File: config.mk
export PLATFORM = sky130hd
export DESIGN_NAME = rmsd_back_flat
export DESIGN_NICKNAME = d
export VERILOG_FILES = /design/src/rtl/rmsd_pkg.sv /design/src/rtl/rmsd_if.sv /design/src/rtl/rmsd_div.sv /design/src/rtl/rmsd_sqrt.sv /design/src/rtl/rmsd_back.sv /design/src/flat_wrapper.sv
export VERILOG_INCLUDE_DIRS = /design/src /design/src/rtl
export SDC_FILE = /design/constraint.sdc
export NUM_CORES = 2
export LEC_CHECK = 0
export BUFFER_PORTS_ARGS = -buffer_cell sky130_fd_sc_hd__buf_2
export CAP_MARGIN = 20
export CORE_MARGIN = 10
export CORE_UTILIZATION = 30
export DETAILED_ROUTE_END_ITERATION = 6
export GPL_TIMING_DRIVEN = 0
export HOLD_SLACK_MARGIN = 0.06
export PLACE_DENSITY = 0.55
export SYNTH_ARGS = -nofsm -noshare
export SYNTH_HDL_FRONTEND = slang
export SYNTH_SLANG_ARGS = --single-unit
File: constraint.sdc
create_clock -name clk -period 16.64 [get_ports clk]
set_input_delay 3.328 -clock clk [delete_from_list [all_inputs] [get_ports clk]]
set_output_delay 3.328 -clock clk [all_outputs]
set_load 0.01 [all_outputs]
File: src/rtl/running_mean_std_deviation_defines.svh
// assertion macros shared by the running statistics rtl
`ifndef RUNNING_MEAN_STD_DEVIATION_DEFINES_SVH
`define RUNNING_MEAN_STD_DEVIATION_DEFINES_SVH

// condition must never be seen at a clock edge out of reset
`define RMSD_ASSERT_NEVER(label, cond, msg) \
    label: assert property (@(posedge clk) disable iff (!rst_n) !(cond)) \
        else $error(msg);

// antecedent in a cycle requires the consequent in the same cycle
`define RMSD_ASSERT_IMPLIES(label, ante, cons, msg) \
    label: assert property (@(posedge clk) disable iff (!rst_n) (ante) |-> (cons)) \
        else $error(msg);

`endif

File: src/rtl/rmsd_pkg.sv
// types, constants and widths for the running mean and deviation block
package rmsd_pkg;

    // sample fraction bits only fix how values are read; the integer
    // datapath is the same for any fraction width
    localparam int COUNT_BITS  = 16;
    localparam int SAMPLE_BITS = 24;

    // port field widths
    localparam int IN_SAMPLE_W = 24;
    localparam int OUT_COUNT_W = 16;
    localparam int OUT_VAL_W   = 24;

    // accumulator and intermediate widths
    localparam int SUM_BITS  = SAMPLE_BITS + COUNT_BITS;
    localparam int SQR_BITS  = 2 * SAMPLE_BITS;
    localparam int SQ_BITS   = 2 * SAMPLE_BITS + COUNT_BITS;
    localparam int RAD_BITS  = 2 * SAMPLE_BITS;
    localparam int ROOT_BITS = SAMPLE_BITS;

    // shared divider: quotient bits per cycle
    localparam int DIV_STEPS  = 4;
    localparam int DIV_CYCLES = (SQ_BITS + DIV_STEPS - 1) / DIV_STEPS;
    localparam int DIVD_BITS  = DIV_CYCLES * DIV_STEPS;
    localparam int DIV_CNT_W  = $clog2(DIV_CYCLES + 1);

    // square root unit: root bits per cycle
    localparam int SQRT_STEPS  = 2;
    localparam int SQRT_CYCLES = (ROOT_BITS + SQRT_STEPS - 1) / SQRT_STEPS;
    localparam int ROOT_PAD    = SQRT_CYCLES * SQRT_STEPS;
    localparam int RAD_PAD     = 2 * ROOT_PAD;
    localparam int SQRT_CNT_W  = $clog2(SQRT_CYCLES + 1);

    // request queue between front and back, depth a power of two
    localparam int QUEUE_DEPTH = 2;
    localparam int QPTR_W      = $clog2(QUEUE_DEPTH);
    localparam int QCNT_W      = $clog2(QUEUE_DEPTH + 1);

    localparam logic [COUNT_BITS-1:0] COUNT_MAX = '1;

    // action codes
    localparam logic ACT_ADD   = 1'b0;
    localparam logic ACT_CLEAR = 1'b1;

    typedef enum logic [1:0] {
        KIND_ADD,
        KIND_CLEAR,
        KIND_DROP
    } kind_t;

    typedef enum logic [1:0] {
        F_IDLE,
        F_SQUARE,
        F_UPDATE
    } front_state_t;

    typedef enum logic [3:0] {
        B_IDLE,
        B_MEAN_DIV,
        B_MEAN_SQ,
        B_AVG_DIV,
        B_VAR,
        B_POP_SQRT,
        B_VARN,
        B_SMP_DIV,
        B_SMP_SQRT,
        B_OUT
    } back_state_t;

    // accumulator snapshot handed from front to back
    typedef struct packed {
        logic [COUNT_BITS-1:0]      count;
        logic signed [SUM_BITS-1:0] sum;
        logic [SQ_BITS-1:0]         sumsq;
        logic                       dropped;
    } snap_t;

    typedef struct packed {
        logic                  start;
        logic [DIVD_BITS-1:0]  dividend;
        logic [COUNT_BITS-1:0] divisor;
    } div_req_t;

    typedef struct packed {
        logic                 busy;
        logic                 done;
        logic [DIVD_BITS-1:0] quotient;
    } div_rsp_t;

    typedef struct packed {
        logic               start;
        logic [RAD_PAD-1:0] radicand;
    } sqrt_req_t;

    typedef struct packed {
        logic                busy;
        logic                done;
        logic [ROOT_PAD-1:0] root;
    } sqrt_rsp_t;

endpackage

File: src/rtl/rmsd_if.sv


interface rmsd_result_if
    import rmsd_pkg::*;
();
    logic                   valid;
    logic                   ready;
    logic [OUT_COUNT_W-1:0] sample_count;
    logic [OUT_VAL_W-1:0]   mean_value;
    logic [OUT_VAL_W-1:0]   std_population;
    logic [OUT_VAL_W-1:0]   std_sample;
    logic                   population_valid;
    logic                   sample_valid;
    logic                   sample_dropped;

    modport source (
        output valid, output sample_count, output mean_value, output std_population,
        output std_sample, output population_valid, output sample_valid,
        output sample_dropped, input ready
    );
    modport sink (
        input valid, input sample_count, input mean_value, input std_population,
        input std_sample, input population_valid, input sample_valid,
        input sample_dropped, output ready
    );
endinterface

File: src/rtl/rmsd_div.sv
// shared restoring divider, several quotient bits per cycle
module rmsd_div
    import rmsd_pkg::*;
(
    input  logic     clk,
    input  logic     rst_n,
    input  div_req_t req,
    output div_rsp_t rsp
);

`include "running_mean_std_deviation_defines.svh"

    logic                  busy_reg, done_reg;
    logic [DIV_CNT_W-1:0]  cnt_reg;
    logic [DIVD_BITS-1:0]  work_reg, work_next;
    logic [COUNT_BITS:0]   rem_reg, rem_next;
    logic [COUNT_BITS-1:0] divisor_reg;

    // a few restoring steps per cycle
    always_comb
    begin
        rem_next  = rem_reg;
        work_next = work_reg;
        for (int i = 0; i < DIV_STEPS; i++)
        begin
            rem_next  = {rem_next[COUNT_BITS-1:0], work_next[DIVD_BITS-1]};
            work_next = {work_next[DIVD_BITS-2:0], 1'b0};
            if (rem_next >= {1'b0, divisor_reg})
            begin
                rem_next     = rem_next - {1'b0, divisor_reg};
                work_next[0] = 1'b1;
            end
        end
    end

    assign rsp.busy     = busy_reg;
    assign rsp.done     = done_reg;
    assign rsp.quotient = work_reg;

    // control
    always_ff @(posedge clk or negedge rst_n)
    begin
        if (!rst_n)
        begin
            busy_reg <= 1'b0;
            done_reg <= 1'b0;
            cnt_reg  <= '0;
        end
        else
        begin
            done_reg <= 1'b0;
            if (req.start)
            begin
                busy_reg <= 1'b1;
                cnt_reg  <= DIV_CNT_W'(DIV_CYCLES);
            end
            else if (busy_reg)
            begin
                cnt_reg <= cnt_reg - 1'b1;
                if (cnt_reg == DIV_CNT_W'(1))
                begin
                    busy_reg <= 1'b0;
                    done_reg <= 1'b1;
                end
            end
        end
    end

    // datapath
    always_ff @(posedge clk)
    begin
        if (req.start)
        begin
            work_reg    <= req.dividend;
            rem_reg     <= '0;
            divisor_reg <= req.divisor;
        end
        else if (busy_reg)
        begin
            work_reg <= work_next;
            rem_reg  <= rem_next;
        end
    end

    `RMSD_ASSERT_NEVER(a_div_start_when_busy, req.start && busy_reg, "divider restarted")

endmodule

File: src/rtl/rmsd_sqrt.sv
// integer square root, digit by digit, a few root bits per cycle
module rmsd_sqrt
    import rmsd_pkg::*;
(
    input  logic      clk,
    input  logic      rst_n,
    input  sqrt_req_t req,
    output sqrt_rsp_t rsp
);

    logic                  busy_reg, done_reg;
    logic [SQRT_CNT_W-1:0] cnt_reg;
    logic [RAD_PAD-1:0]    rad_reg, rad_next;
    logic [ROOT_PAD+1:0]   rem_reg, rem_next;
    logic [ROOT_PAD-1:0]   root_reg, root_next;
    logic [ROOT_PAD+1:0]   trial;

    // bring down two radicand bits per root bit
    always_comb
    begin
        rem_next  = rem_reg;
        rad_next  = rad_reg;
        root_next = root_reg;
        trial     = '0;
        for (int i = 0; i < SQRT_STEPS; i++)
        begin
            rem_next = {rem_next[ROOT_PAD-1:0], rad_next[RAD_PAD-1 -: 2]};
            rad_next = {rad_next[RAD_PAD-3:0], 2'b00};
            trial    = {root_next, 2'b01};
            if (rem_next >= trial)
            begin
                rem_next  = rem_next - trial;
                root_next = {root_next[ROOT_PAD-2:0], 1'b1};
            end
            else
            begin
                root_next = {root_next[ROOT_PAD-2:0], 1'b0};
            end
        end
    end

    assign rsp.busy = busy_reg;
    assign rsp.done = done_reg;
    assign rsp.root = root_reg;

    // control
    always_ff @(posedge clk or negedge rst_n)
    begin
        if (!rst_n)
        begin
            busy_reg <= 1'b0;
            done_reg <= 1'b0;
            cnt_reg  <= '0;
        end
        else
        begin
            done_reg <= 1'b0;
            if (req.start)
            begin
                busy_reg <= 1'b1;
                cnt_reg  <= SQRT_CNT_W'(SQRT_CYCLES);
            end
            else if (busy_reg)
            begin
                cnt_reg <= cnt_reg - 1'b1;
                if (cnt_reg == SQRT_CNT_W'(1))
                begin
                    busy_reg <= 1'b0;
                    done_reg <= 1'b1;
                end
            end
        end
    end

    // datapath
    always_ff @(posedge clk)
    begin
        if (req.start)
        begin
            rad_reg  <= req.radicand;
            rem_reg  <= '0;
            root_reg <= '0;
        end
        else if (busy_reg)
        begin
            rad_reg  <= rad_next;
            rem_reg  <= rem_next;
            root_reg <= root_next;
        end
    end

endmodule

File: src/rtl/rmsd_back.sv
// back end: sequences the divisions and roots and holds the result register
module rmsd_back
    import rmsd_pkg::*;
(
    input  logic          clk,
    input  logic          rst_n,
    input  logic          empty,
    input  snap_t         pop_data,
    output logic          pop,
    rmsd_result_if.source result
);

`include "running_mean_std_deviation_defines.svh"

    back_state_t state_reg, state_next;

    div_req_t  div_req;
    div_rsp_t  div_rsp;
    sqrt_req_t sqrt_req;
    sqrt_rsp_t sqrt_rsp;

    logic                          launched_reg, launched_next;
    logic [COUNT_BITS-1:0]         cnt_reg;
    logic signed [SUM_BITS-1:0]    sum_reg;
    logic [SQ_BITS-1:0]            sumsq_reg;
    logic                          drop_reg;
    logic [SAMPLE_BITS-1:0]        mag_reg;
    logic [SQR_BITS-1:0]           msq_reg;
    logic [SQ_BITS-1:0]            avg_reg;
    logic [RAD_BITS-1:0]           var_reg;
    logic [SQ_BITS-1:0]            varn_reg;
    logic [RAD_BITS-1:0]           sv_reg;
    logic signed [SAMPLE_BITS-1:0] mean_reg;
    logic [ROOT_BITS-1:0]          pop_reg, smp_reg;
    logic                          pop_ok_reg, smp_ok_reg;
    logic                          out_valid_reg, out_load;
    logic [SUM_BITS-1:0]           sum_abs;
    logic signed [SAMPLE_BITS:0]   mean_full;
    logic [SQ_BITS-1:0]            msq_ext;
    logic                          var_ok;
    logic                          in_div, in_sqrt;

    rmsd_div u_div (
        .clk   (clk),
        .rst_n (rst_n),
        .req   (div_req),
        .rsp   (div_rsp)
    );

    rmsd_sqrt u_sqrt (
        .clk   (clk),
        .rst_n (rst_n),
        .req   (sqrt_req),
        .rsp   (sqrt_rsp)
    );

    assign sum_abs   = sum_reg[SUM_BITS-1] ? $unsigned(-sum_reg) : $unsigned(sum_reg);
    assign mean_full = sum_reg[SUM_BITS-1] ? -$signed({1'b0, mag_reg})
                                           : $signed({1'b0, mag_reg});
    assign msq_ext   = SQ_BITS'(msq_reg);
    assign var_ok    = (avg_reg >= msq_ext);
    assign out_load  = (state_reg == B_OUT) && (!out_valid_reg || result.ready);

    // next state
    always_comb
    begin
        state_next = state_reg;
        unique case (state_reg)
            B_IDLE:
            begin
                if (!empty)
                    state_next = B_MEAN_DIV;
            end
            B_MEAN_DIV:
            begin
                if (cnt_reg == '0)
                    state_next = B_OUT;
                else if (div_rsp.done)
                    state_next = B_MEAN_SQ;
            end
            B_MEAN_SQ:
                state_next = B_AVG_DIV;
            B_AVG_DIV:
            begin
                if (div_rsp.done)
                    state_next = B_VAR;
            end
            B_VAR:
                state_next = var_ok ? B_POP_SQRT : B_OUT;
            B_POP_SQRT:
            begin
                if (sqrt_rsp.done)
                    state_next = (cnt_reg > COUNT_BITS'(1)) ? B_VARN : B_OUT;
            end
            B_VARN:
                state_next = B_SMP_DIV;
            B_SMP_DIV:
            begin
                if (div_rsp.done)
                    state_next = B_SMP_SQRT;
            end
            B_SMP_SQRT:
            begin
                if (sqrt_rsp.done)
                    state_next = B_OUT;
            end
            B_OUT:
            begin
                if (out_load)
                    state_next = B_IDLE;
            end
            default:
                state_next = B_IDLE;
        endcase
    end

    // outputs: queue pop and unit requests
    always_comb
    begin
        pop     = 1'b0;
        in_div  = 1'b0;
        in_sqrt = 1'b0;
        div_req.dividend  = DIVD_BITS'(varn_reg);
        div_req.divisor   = cnt_reg;
        sqrt_req.radicand = RAD_PAD'(sv_reg);
        unique case (state_reg) inside
            B_IDLE:
                pop = !empty;
            B_MEAN_DIV:
            begin
                in_div           = (cnt_reg != '0);
                div_req.dividend = DIVD_BITS'(sum_abs);
            end
            B_AVG_DIV:
            begin
                in_div           = 1'b1;
                div_req.dividend = DIVD_BITS'(sumsq_reg);
            end
            B_SMP_DIV:
            begin
                in_div          = 1'b1;
                div_req.divisor = cnt_reg - 1'b1;
            end
            B_POP_SQRT:
            begin
                in_sqrt           = 1'b1;
                sqrt_req.radicand = RAD_PAD'(var_reg);
            end
            B_SMP_SQRT:
                in_sqrt = 1'b1;
            B_MEAN_SQ, B_VAR, B_VARN, B_OUT:
                pop = 1'b0;
            default:
                pop = 1'b0;
        endcase
        div_req.start  = in_div && !launched_reg;
        sqrt_req.start = in_sqrt && !launched_reg;
    end

    // one launch per unit state, cleared when the unit answers
    always_comb
    begin
        launched_next = launched_reg;
        if (div_req.start || sqrt_req.start)
            launched_next = 1'b1;
        else if (div_rsp.done || sqrt_rsp.done)
            launched_next = 1'b0;
    end

    // control state, flags and result handshake
    always_ff @(posedge clk or negedge rst_n)
    begin
        if (!rst_n)
        begin
            state_reg     <= B_IDLE;
            launched_reg  <= 1'b0;
            pop_ok_reg    <= 1'b0;
            smp_ok_reg    <= 1'b0;
            out_valid_reg <= 1'b0;
        end
        else
        begin
            state_reg    <= state_next;
            launched_reg <= launched_next;
            if (pop)
            begin
                pop_ok_reg <= 1'b0;
                smp_ok_reg <= 1'b0;
            end
            else if (state_reg == B_VAR && var_ok)
                pop_ok_reg <= 1'b1;
            else if (state_reg == B_SMP_SQRT && sqrt_rsp.done)
                smp_ok_reg <= 1'b1;
            if (out_load)
                out_valid_reg <= 1'b1;
            else if (result.ready)
                out_valid_reg <= 1'b0;
        end
    end

    // working registers
    always_ff @(posedge clk)
    begin
        if (pop)
        begin
            cnt_reg   <= pop_data.count;
            sum_reg   <= pop_data.sum;
            sumsq_reg <= pop_data.sumsq;
            drop_reg  <= pop_data.dropped;
            mean_reg  <= '0;
            pop_reg   <= '0;
            smp_reg   <= '0;
        end
        if (state_reg == B_MEAN_DIV && div_rsp.done)
            mag_reg <= div_rsp.quotient[SAMPLE_BITS-1:0];
        if (state_reg == B_MEAN_SQ)
        begin
            msq_reg  <= mag_reg * mag_reg;
            mean_reg <= mean_full[SAMPLE_BITS-1:0];
        end
        if (state_reg == B_AVG_DIV && div_rsp.done)
            avg_reg <= div_rsp.quotient[SQ_BITS-1:0];
        if (state_reg == B_VAR)
            var_reg <= RAD_BITS'(avg_reg - msq_ext);
        if (state_reg == B_POP_SQRT && sqrt_rsp.done)
            pop_reg <= sqrt_rsp.root[ROOT_BITS-1:0];
        if (state_reg == B_VARN)
            varn_reg <= var_reg * cnt_reg;
        if (state_reg == B_SMP_DIV && div_rsp.done)
            sv_reg <= div_rsp.quotient[RAD_BITS-1:0];
        if (state_reg == B_SMP_SQRT && sqrt_rsp.done)
            smp_reg <= sqrt_rsp.root[ROOT_BITS-1:0];
    end

    // result register
    always_ff @(posedge clk)
    begin
        if (out_load)
        begin
            result.sample_count     <= OUT_COUNT_W'(cnt_reg);
            result.mean_value       <= OUT_VAL_W'(mean_reg);
            result.std_population   <= OUT_VAL_W'(pop_reg);
            result.std_sample       <= OUT_VAL_W'(smp_reg);
            result.population_valid <= pop_ok_reg;
            result.sample_valid     <= smp_ok_reg;
            result.sample_dropped   <= drop_reg;
        end
    end

    assign result.valid = out_valid_reg;

    `RMSD_ASSERT_NEVER(a_back_smp_without_pop, smp_ok_reg && !pop_ok_reg, "sample valid alone")
    `RMSD_ASSERT_IMPLIES(a_back_div_done_state, div_rsp.done,
        state_reg == B_MEAN_DIV || state_reg == B_AVG_DIV || state_reg == B_SMP_DIV,
        "divider answer outside a divide state")
    `RMSD_ASSERT_NEVER(a_back_units_overlap, div_rsp.busy && sqrt_rsp.busy, "units overlap")

endmodule

File: src/flat_wrapper.sv
// flat-port wrapper written by rule: the top's interface ports become plain ports
module rmsd_back_flat import rmsd_pkg::*;
  (clk, rst_n, empty, pop_data, pop, result_valid, result_sample_count, result_mean_value, result_std_population, result_std_sample, result_population_valid, result_sample_valid, result_sample_dropped, result_ready);
  rmsd_result_if result_i ();
  input  logic clk;
  input  logic rst_n;
  input  logic empty;
  input  snap_t pop_data;
  output logic pop;
  output wire logic [$bits(result_i.valid)-1:0] result_valid;
  output wire logic [$bits(result_i.sample_count)-1:0] result_sample_count;
  output wire logic [$bits(result_i.mean_value)-1:0] result_mean_value;
  output wire logic [$bits(result_i.std_population)-1:0] result_std_population;
  output wire logic [$bits(result_i.std_sample)-1:0] result_std_sample;
  output wire logic [$bits(result_i.population_valid)-1:0] result_population_valid;
  output wire logic [$bits(result_i.sample_valid)-1:0] result_sample_valid;
  output wire logic [$bits(result_i.sample_dropped)-1:0] result_sample_dropped;
  input wire logic [$bits(result_i.ready)-1:0] result_ready;
  assign result_valid = result_i.valid;
  assign result_sample_count = result_i.sample_count;
  assign result_mean_value = result_i.mean_value;
  assign result_std_population = result_i.std_population;
  assign result_std_sample = result_i.std_sample;
  assign result_population_valid = result_i.population_valid;
  assign result_sample_valid = result_i.sample_valid;
  assign result_sample_dropped = result_i.sample_dropped;
  assign result_i.ready = result_ready;
  rmsd_back u_core (.clk(clk), .rst_n(rst_n), .empty(empty), .pop_data(pop_data), .pop(pop), .result(result_i));
endmodule
Yosys cells after proc, flatten, opt, wreduce, memory -nomap -nowiden
Index checks and enable logic that the tools add are counted. W data, S select, Z words.

Register bits: 793. Bits of input ports: 125. Output and inout port bits: 93.

$add $sub $neg: 12. Multipliers: 2. $lt $le $gt $ge: 8. Equal/unequal tests: 19. Muxes and demuxes: 64. Reductions and logical operators: 30.

Operator list (count): $mux W24 (7); $mux W48 (3); $mux W64 (2); $pmux W64 S2 (1); $mux W16 (5); $ge A17 B16 Y1 (4); $ge A64 B48 Y1 (1); $mul A48 B16 Y64 (1); $sub A16 B16 Y16 (4); $ge A26 B26 Y1 (2); $mul A24 B24 Y48 (1); $mux W4 (12); $sub A24 B24 Y24 (2); $sub A48 B48 Y48 (1); $mux W40 (1); $neg A40 Y40 (1); $pmux W4 S10 (1); $mux W1 (29); $neg A24 Y24 (1); $eq A4 B3 Y1 const B (4); $gt A16 B1 Y1 const B (1); $logic_not A16 Y1 (1); $reduce_bool A16 Y1 (1); $reduce_bool A2 Y1 (8); 19 further kinds (41).

Logic depth before layout (Yosys ltp)
Depth after elaboration: 10. Gate-level depth with buffers: 47. Depth with buffers taken out: 40.

Hierarchy
A second synthesis with hierarchy kept.

Cell total of the unflattened synthesis: 7817. Area, all modules: 79957.9 sq um.

Modules (own cells, without submodules): rmsd_back (times used 1, cells an instance 6267, area an instance 64594.5 sq um, seq. area each 17586.9 sq um); rmsd_div (times used 1, cells an instance 746, area an instance 7876.3 sq um, seq. area each 2897.8 sq um); rmsd_sqrt (times used 1, cells an instance 804, area an instance 7487.2 sq um, seq. area each 2552.4 sq um).

Least setup slack after synthesis
Ideal clock, no wire load.

Kind: reg2reg. Start: reg u_core.u_div.divisor_reg[1]. End: reg u_core.u_div.rem_reg[10]. Library setup time: 132 ps. Arrival time: 9596 ps. Required time: 16508 ps. Setup slack: 6911 ps. Cell stages (with the launch flop): 48. Path buffers: 7. Clock period less this slack: 9729 ps. Cell sequence: edfxtp_1 > inv_1 > ha_1 > nor2b_1 > o31a_1 > o41a_1 > o31ai_2 > a21oi_1 > buf_2 > buf_1 > mux2_2 > inv_1 > ha_1 > nor2b_1 > o31a_1 > o211ai_1 > a311oi_1 > o221ai_1 > [... 12 more ...] > a21o_1 > buf_2 > buf_2 > mux2i_1 > ha_1 > nor2b_1 > o21a_1 > o21ai_0 > a21oi_1 > o311ai_0 > a21oi_1 > nor3_1 > o21ai_0 > a211oi_2 > buf_4 > buf_6 > mux2i_1 > a21oi_1.

Word-level cells in the longest chain between the ends: 8.

Ends and longest elaborated chain: from (decl) (line rmsd_div.sv:17) `logic [COUNT_BITS-1:0] divisor_reg;`; from (signal assigned) (line rmsd_div.sv:76) `divisor_reg <= req.divisor;`; $sub A16 B16 Y16 / $ge A17 B16 Y1 (equally long branches) (line rmsd_div.sv:30, rmsd_div.sv:28); $mux W16 (line rmsd_div.sv:28) `if (rem_next >= {1'b0, divisor_reg})`; $sub A16 B16 Y16 / $ge A17 B16 Y1 (equally long branches) (line rmsd_div.sv:30, rmsd_div.sv:28); $mux W16 (line rmsd_div.sv:28); $sub A16 B16 Y16 / $ge A17 B16 Y1 (equally long branches) (line rmsd_div.sv:30, rmsd_div.sv:28); $mux W16 (line rmsd_div.sv:28); $sub A16 B16 Y16 / $ge A17 B16 Y1 (equally long branches) (line rmsd_div.sv:30, rmsd_div.sv:28); $mux W16 * (line rmsd_div.sv:28); to (signal assigned) (line rmsd_div.sv:81) `rem_reg <= rem_next;`; to (decl) (line rmsd_div.sv:16) `logic [COUNT_BITS:0] rem_reg, rem_next;`.

Every way passes the cells marked *; elsewhere a longest branch is shown, timed or not. A chain may end at the register's enable or synchronous reset.

Worst setup path in the final report
Start: reg u_core.u_div.divisor_reg[1]. End: reg u_core.u_div.rem_reg[12].

Same word-level chain as after synthesis.

==> metrics.md <==
| Metric | Value |
|---|---|
| Hold Crit Class | `reg2reg` |
| IO Pins | `218` |
| Chip width | `528 µm` |
| Syn Nets | `9231` |
| CP endpoint | `u_core.u_div.rem_reg[12]$_SDFFE_PP0P_` |
| Asr flop ratio synth | `2.65%` |
| Non-filler cells, final | `11400` |
| Root buf cell | `clkbuf_16` |
| DR pass1 iterations | `6` |
| Worst Tran Pin Value | `1.24 ns` |
| Worst r2r path cells | `46` |
| Yosys Warn Count | `0` |
| # rows | `186` |
| Top-area cell type share of the netlist area | `27.6%` |
| CTS tree | `built` |
| Worst-path cell with the longest stage delay | `nor2_1` |
| Routed Wire Length | `259 mm` |
| R2R Path End | `u_core.u_div.rem_reg[12]$_SDFFE_PP0P_` |
| Core area | `257000 µm²` |
| Initial DRC Count | `4436` |
| Largest net degree at the start of global routing | `81` |
| DP HPWL | `209 mm` |
| Die span in y | `528 µm` |
| Remaining Overflow, GRT | `0` |
| Vias in the first global route | `59200` |
| RR Startpoint | `u_core.u_div.divisor_reg[1]$_DFFE_PP_` |
| Setup bufs post-CTS | `0` |
| Arrival @ worst endpoint | `13.47 ns` |
| Hold_sp | `u_core.mean_reg[13]$_SDFFCE_PN0P_` |
| Synth unique cells | `91` |
| Worst EP required | `17.22 ns` |
| Clk buf depth | `3` |
| Final setup fails | `0` |
| First-pass GRT wire length | `384 mm` |
| Die area | `278000 µm²` |
| Drt via density | `4.96` |
| Min cycle time layout | `12.89 ns` |
| Share of layout cells above drive strength 1 | `6.19%` |
| Area leader, netlist | `fa_1` |
| Sequential area share after synthesis | `29.8%` |
| Slowest stage delay, CP | `0.78 ns` |
| MaxCap Viol Count | `0` |
| Yosys reg bits | `792` |
| Post-synth EDFFs | `707` |
| Total negative slack | `0 ns` |
| Worst skew pair latency | `0.76 ns` |
| Worst hold stages | `0` |
| CTS Hold Bufs | `0` |
| CTS HTree Levels | `3` |
| CTS Sinks | `792` |
| Final #Nets | `9576` |
| Port-buffer cells | `217` |
| Cells after synthesis | `7549` |
| Worst-case clock skew | `0.0524 ns` |
| Final Hold Vio Count | `0` |
| Syn avg cell area | `10.2 µm²` |
| Crit path launch type | `register` |
| Multi-input combinational cell area | `48400 µm²` |
| Crit Path Max Fanout | `10` |
| RSZ-0062 raised after global routing | `false` |
| CTS buffer count | `91` |
| Worst R2R Setup Slack | `3.75 ns` |
| Status | `complete, no violations` |
| Area Growth Syn to Fin | `11.7%` |
| Area of the mapped netlist | `77300 µm²` |
| All-layer global routing usage | `18.2%` |
| Filler cells | `26100` |
| Synth top area cells | `fa_1 28%, edfxtp_1 27%, ha_1 7.9%, inv_1 5.9%, nand2_1 4.6%` |
| Main synth FF type | `edfxtp_1` |
| Dpl cells | `11200` |
| Period utilization | `77.5%` |
| Wire per inst | `22.8 µm` |
| Placed Area | `83200 µm²` |
| Starting Density | `30.1%` |
| Fin area | `86400 µm²` |
| Via count | `56300` |
| Worst Setup SP | `u_core.u_div.divisor_reg[1]$_DFFE_PP_` |
| Initial antenna violation count | `13` |
| F_max | `77.6 MHz` |
| Endpoint class of the critical path | `register` |
| Max_slew headroom | `17.4%` |
| Max Transition Viols Final | `0` |
| Routability cong. | `0.952` |
| Crit path kind | `reg2reg` |
| DRC viols | `0` |
| Register clock-pin slew on the reported worst setup and hold paths | `0.06 ns` |
| Post_cts resized | `0` |
| Final ANT Viol Nets | `0` |
| FF/Latch Area | `23000 µm²` |
==> cells in the mapped netlist (37+ instances only) <==
cell      instances
xor2_1           92
clkbuf_1        312
a21oi_1         288
nand2b_1         52
nor3_1           68
nor2_1          399
a222oi_1         37
nand2_1         955
fa_1           1068
xnor2_1         212
inv_1          1216
o31ai_1          40
dfxtp_1          64
and2_1          343
nand4_1          37
nand3_1          59
edfxtp_1        707
mux2i_1         106
ha_1            489
nor2b_1          40
a21o_1          132
o21a_1           43
o21ai_0         262
==> how the worst min path moves through the flow <==
stage | endpoint | slack [ns]
2_1_floorplan | u_core.result.mean_value[0]$_DFFE_PP_ | 0.40
3_3_place_gp | u_core.result.std_population[2]$_DFFE_PP_ | 0.40
3_5_place_dp | u_core.result.mean_value[1]$_DFFE_PP_ | 0.40
4_1_cts | u_core.result.mean_value[13]$_DFFE_PP_ | 0.41
5_1_grt | u_core.result.mean_value[13]$_DFFE_PP_ | 0.40
6_report | u_core.result.mean_value[13]$_DFFE_PP_ | 0.40
==> critical path, delay by kind of cell (launching register included) <==
| family | cells | cell delay (ns) |
|---|---|---|
| compound gates | 22 | 5.64 |
| flops | 1 | 0.46 |
| mux | 3 | 1.03 |
| buf+inv | 8 | 1.98 |
| simple gates | 9 | 2.25 |
| fa+ha+maj | 4 | 1.35 |
==> layer usage <==
metal | global-route usage, % | share of wire, % | vias up | wire (µm)
li1 | - | - | 25300 | -
met1 | 23.1 | 41 | 28500 | 106000
met2 | 29.8 | 46 | 2027 | 120000
met3 | 3.79 | 7.3 | 465 | 18800
met4 | 8.72 | 5.4 | 6 | 14100
met5 | 0 | 0.014 | - | 37
==> cell type report <==
| type | count | share of cell area, % |
|---|---|---|
| well taps | 3384 | 4.90 |
| clock inverters | 63 | 0.846 |
| plain buffers | 344 | 1.53 |
| inverters | 1231 | 5.35 |
| diodes | 8 | 0.0232 |
| flip-flops and latches | 792 | 26.7 |
| repair buffers | 252 | 1.94 |
| clock buffers | 104 | 2.72 |
| multi-input cells | 5182 | 56.0 |
==> layout by cell type (no fill, tap or decap), types with 212 or more instances in the layout <==
cell and n:
inv_1 1213, fa_1 1068, nand2_1 953, edfxtp_1 707, ha_1 489, nor2_1 397
and2_1 343, clkbuf_1 323, a21oi_1 288, o21ai_0 262, buf_2 222, xnor2_1 212
==> logic make-up (layout without fill, tap and decap cells) <==
family	Yosys count	in the layout	synth area share, %
compound gates	1074	1074	9.04
xor+xnor	304	304	3.44
simple gates	2105	2105	12.6
flops	792	792	29.8
fa+ha+maj	1557	1557	35.6
other cells	0	8	0
buf+inv	1575	1994	7.68
mux	142	142	1.90
==> metrics by stage <==
stage	setup slack, ns	utilization, %	hold WS (ns)
final	3.75	33.7	0.405
after CTS	3.84	33.6	0.411
after detailed placement	3.90	32.4	0.405
after global placement	3.99	32.2	0.402
after global routing	2.84	33.6	0.401
after floorplan	6.91	-	0.400
Power is left out: the tool's default activity adds up to more than one toggle a clock period on the data nets, which glitch-free logic cannot reach.
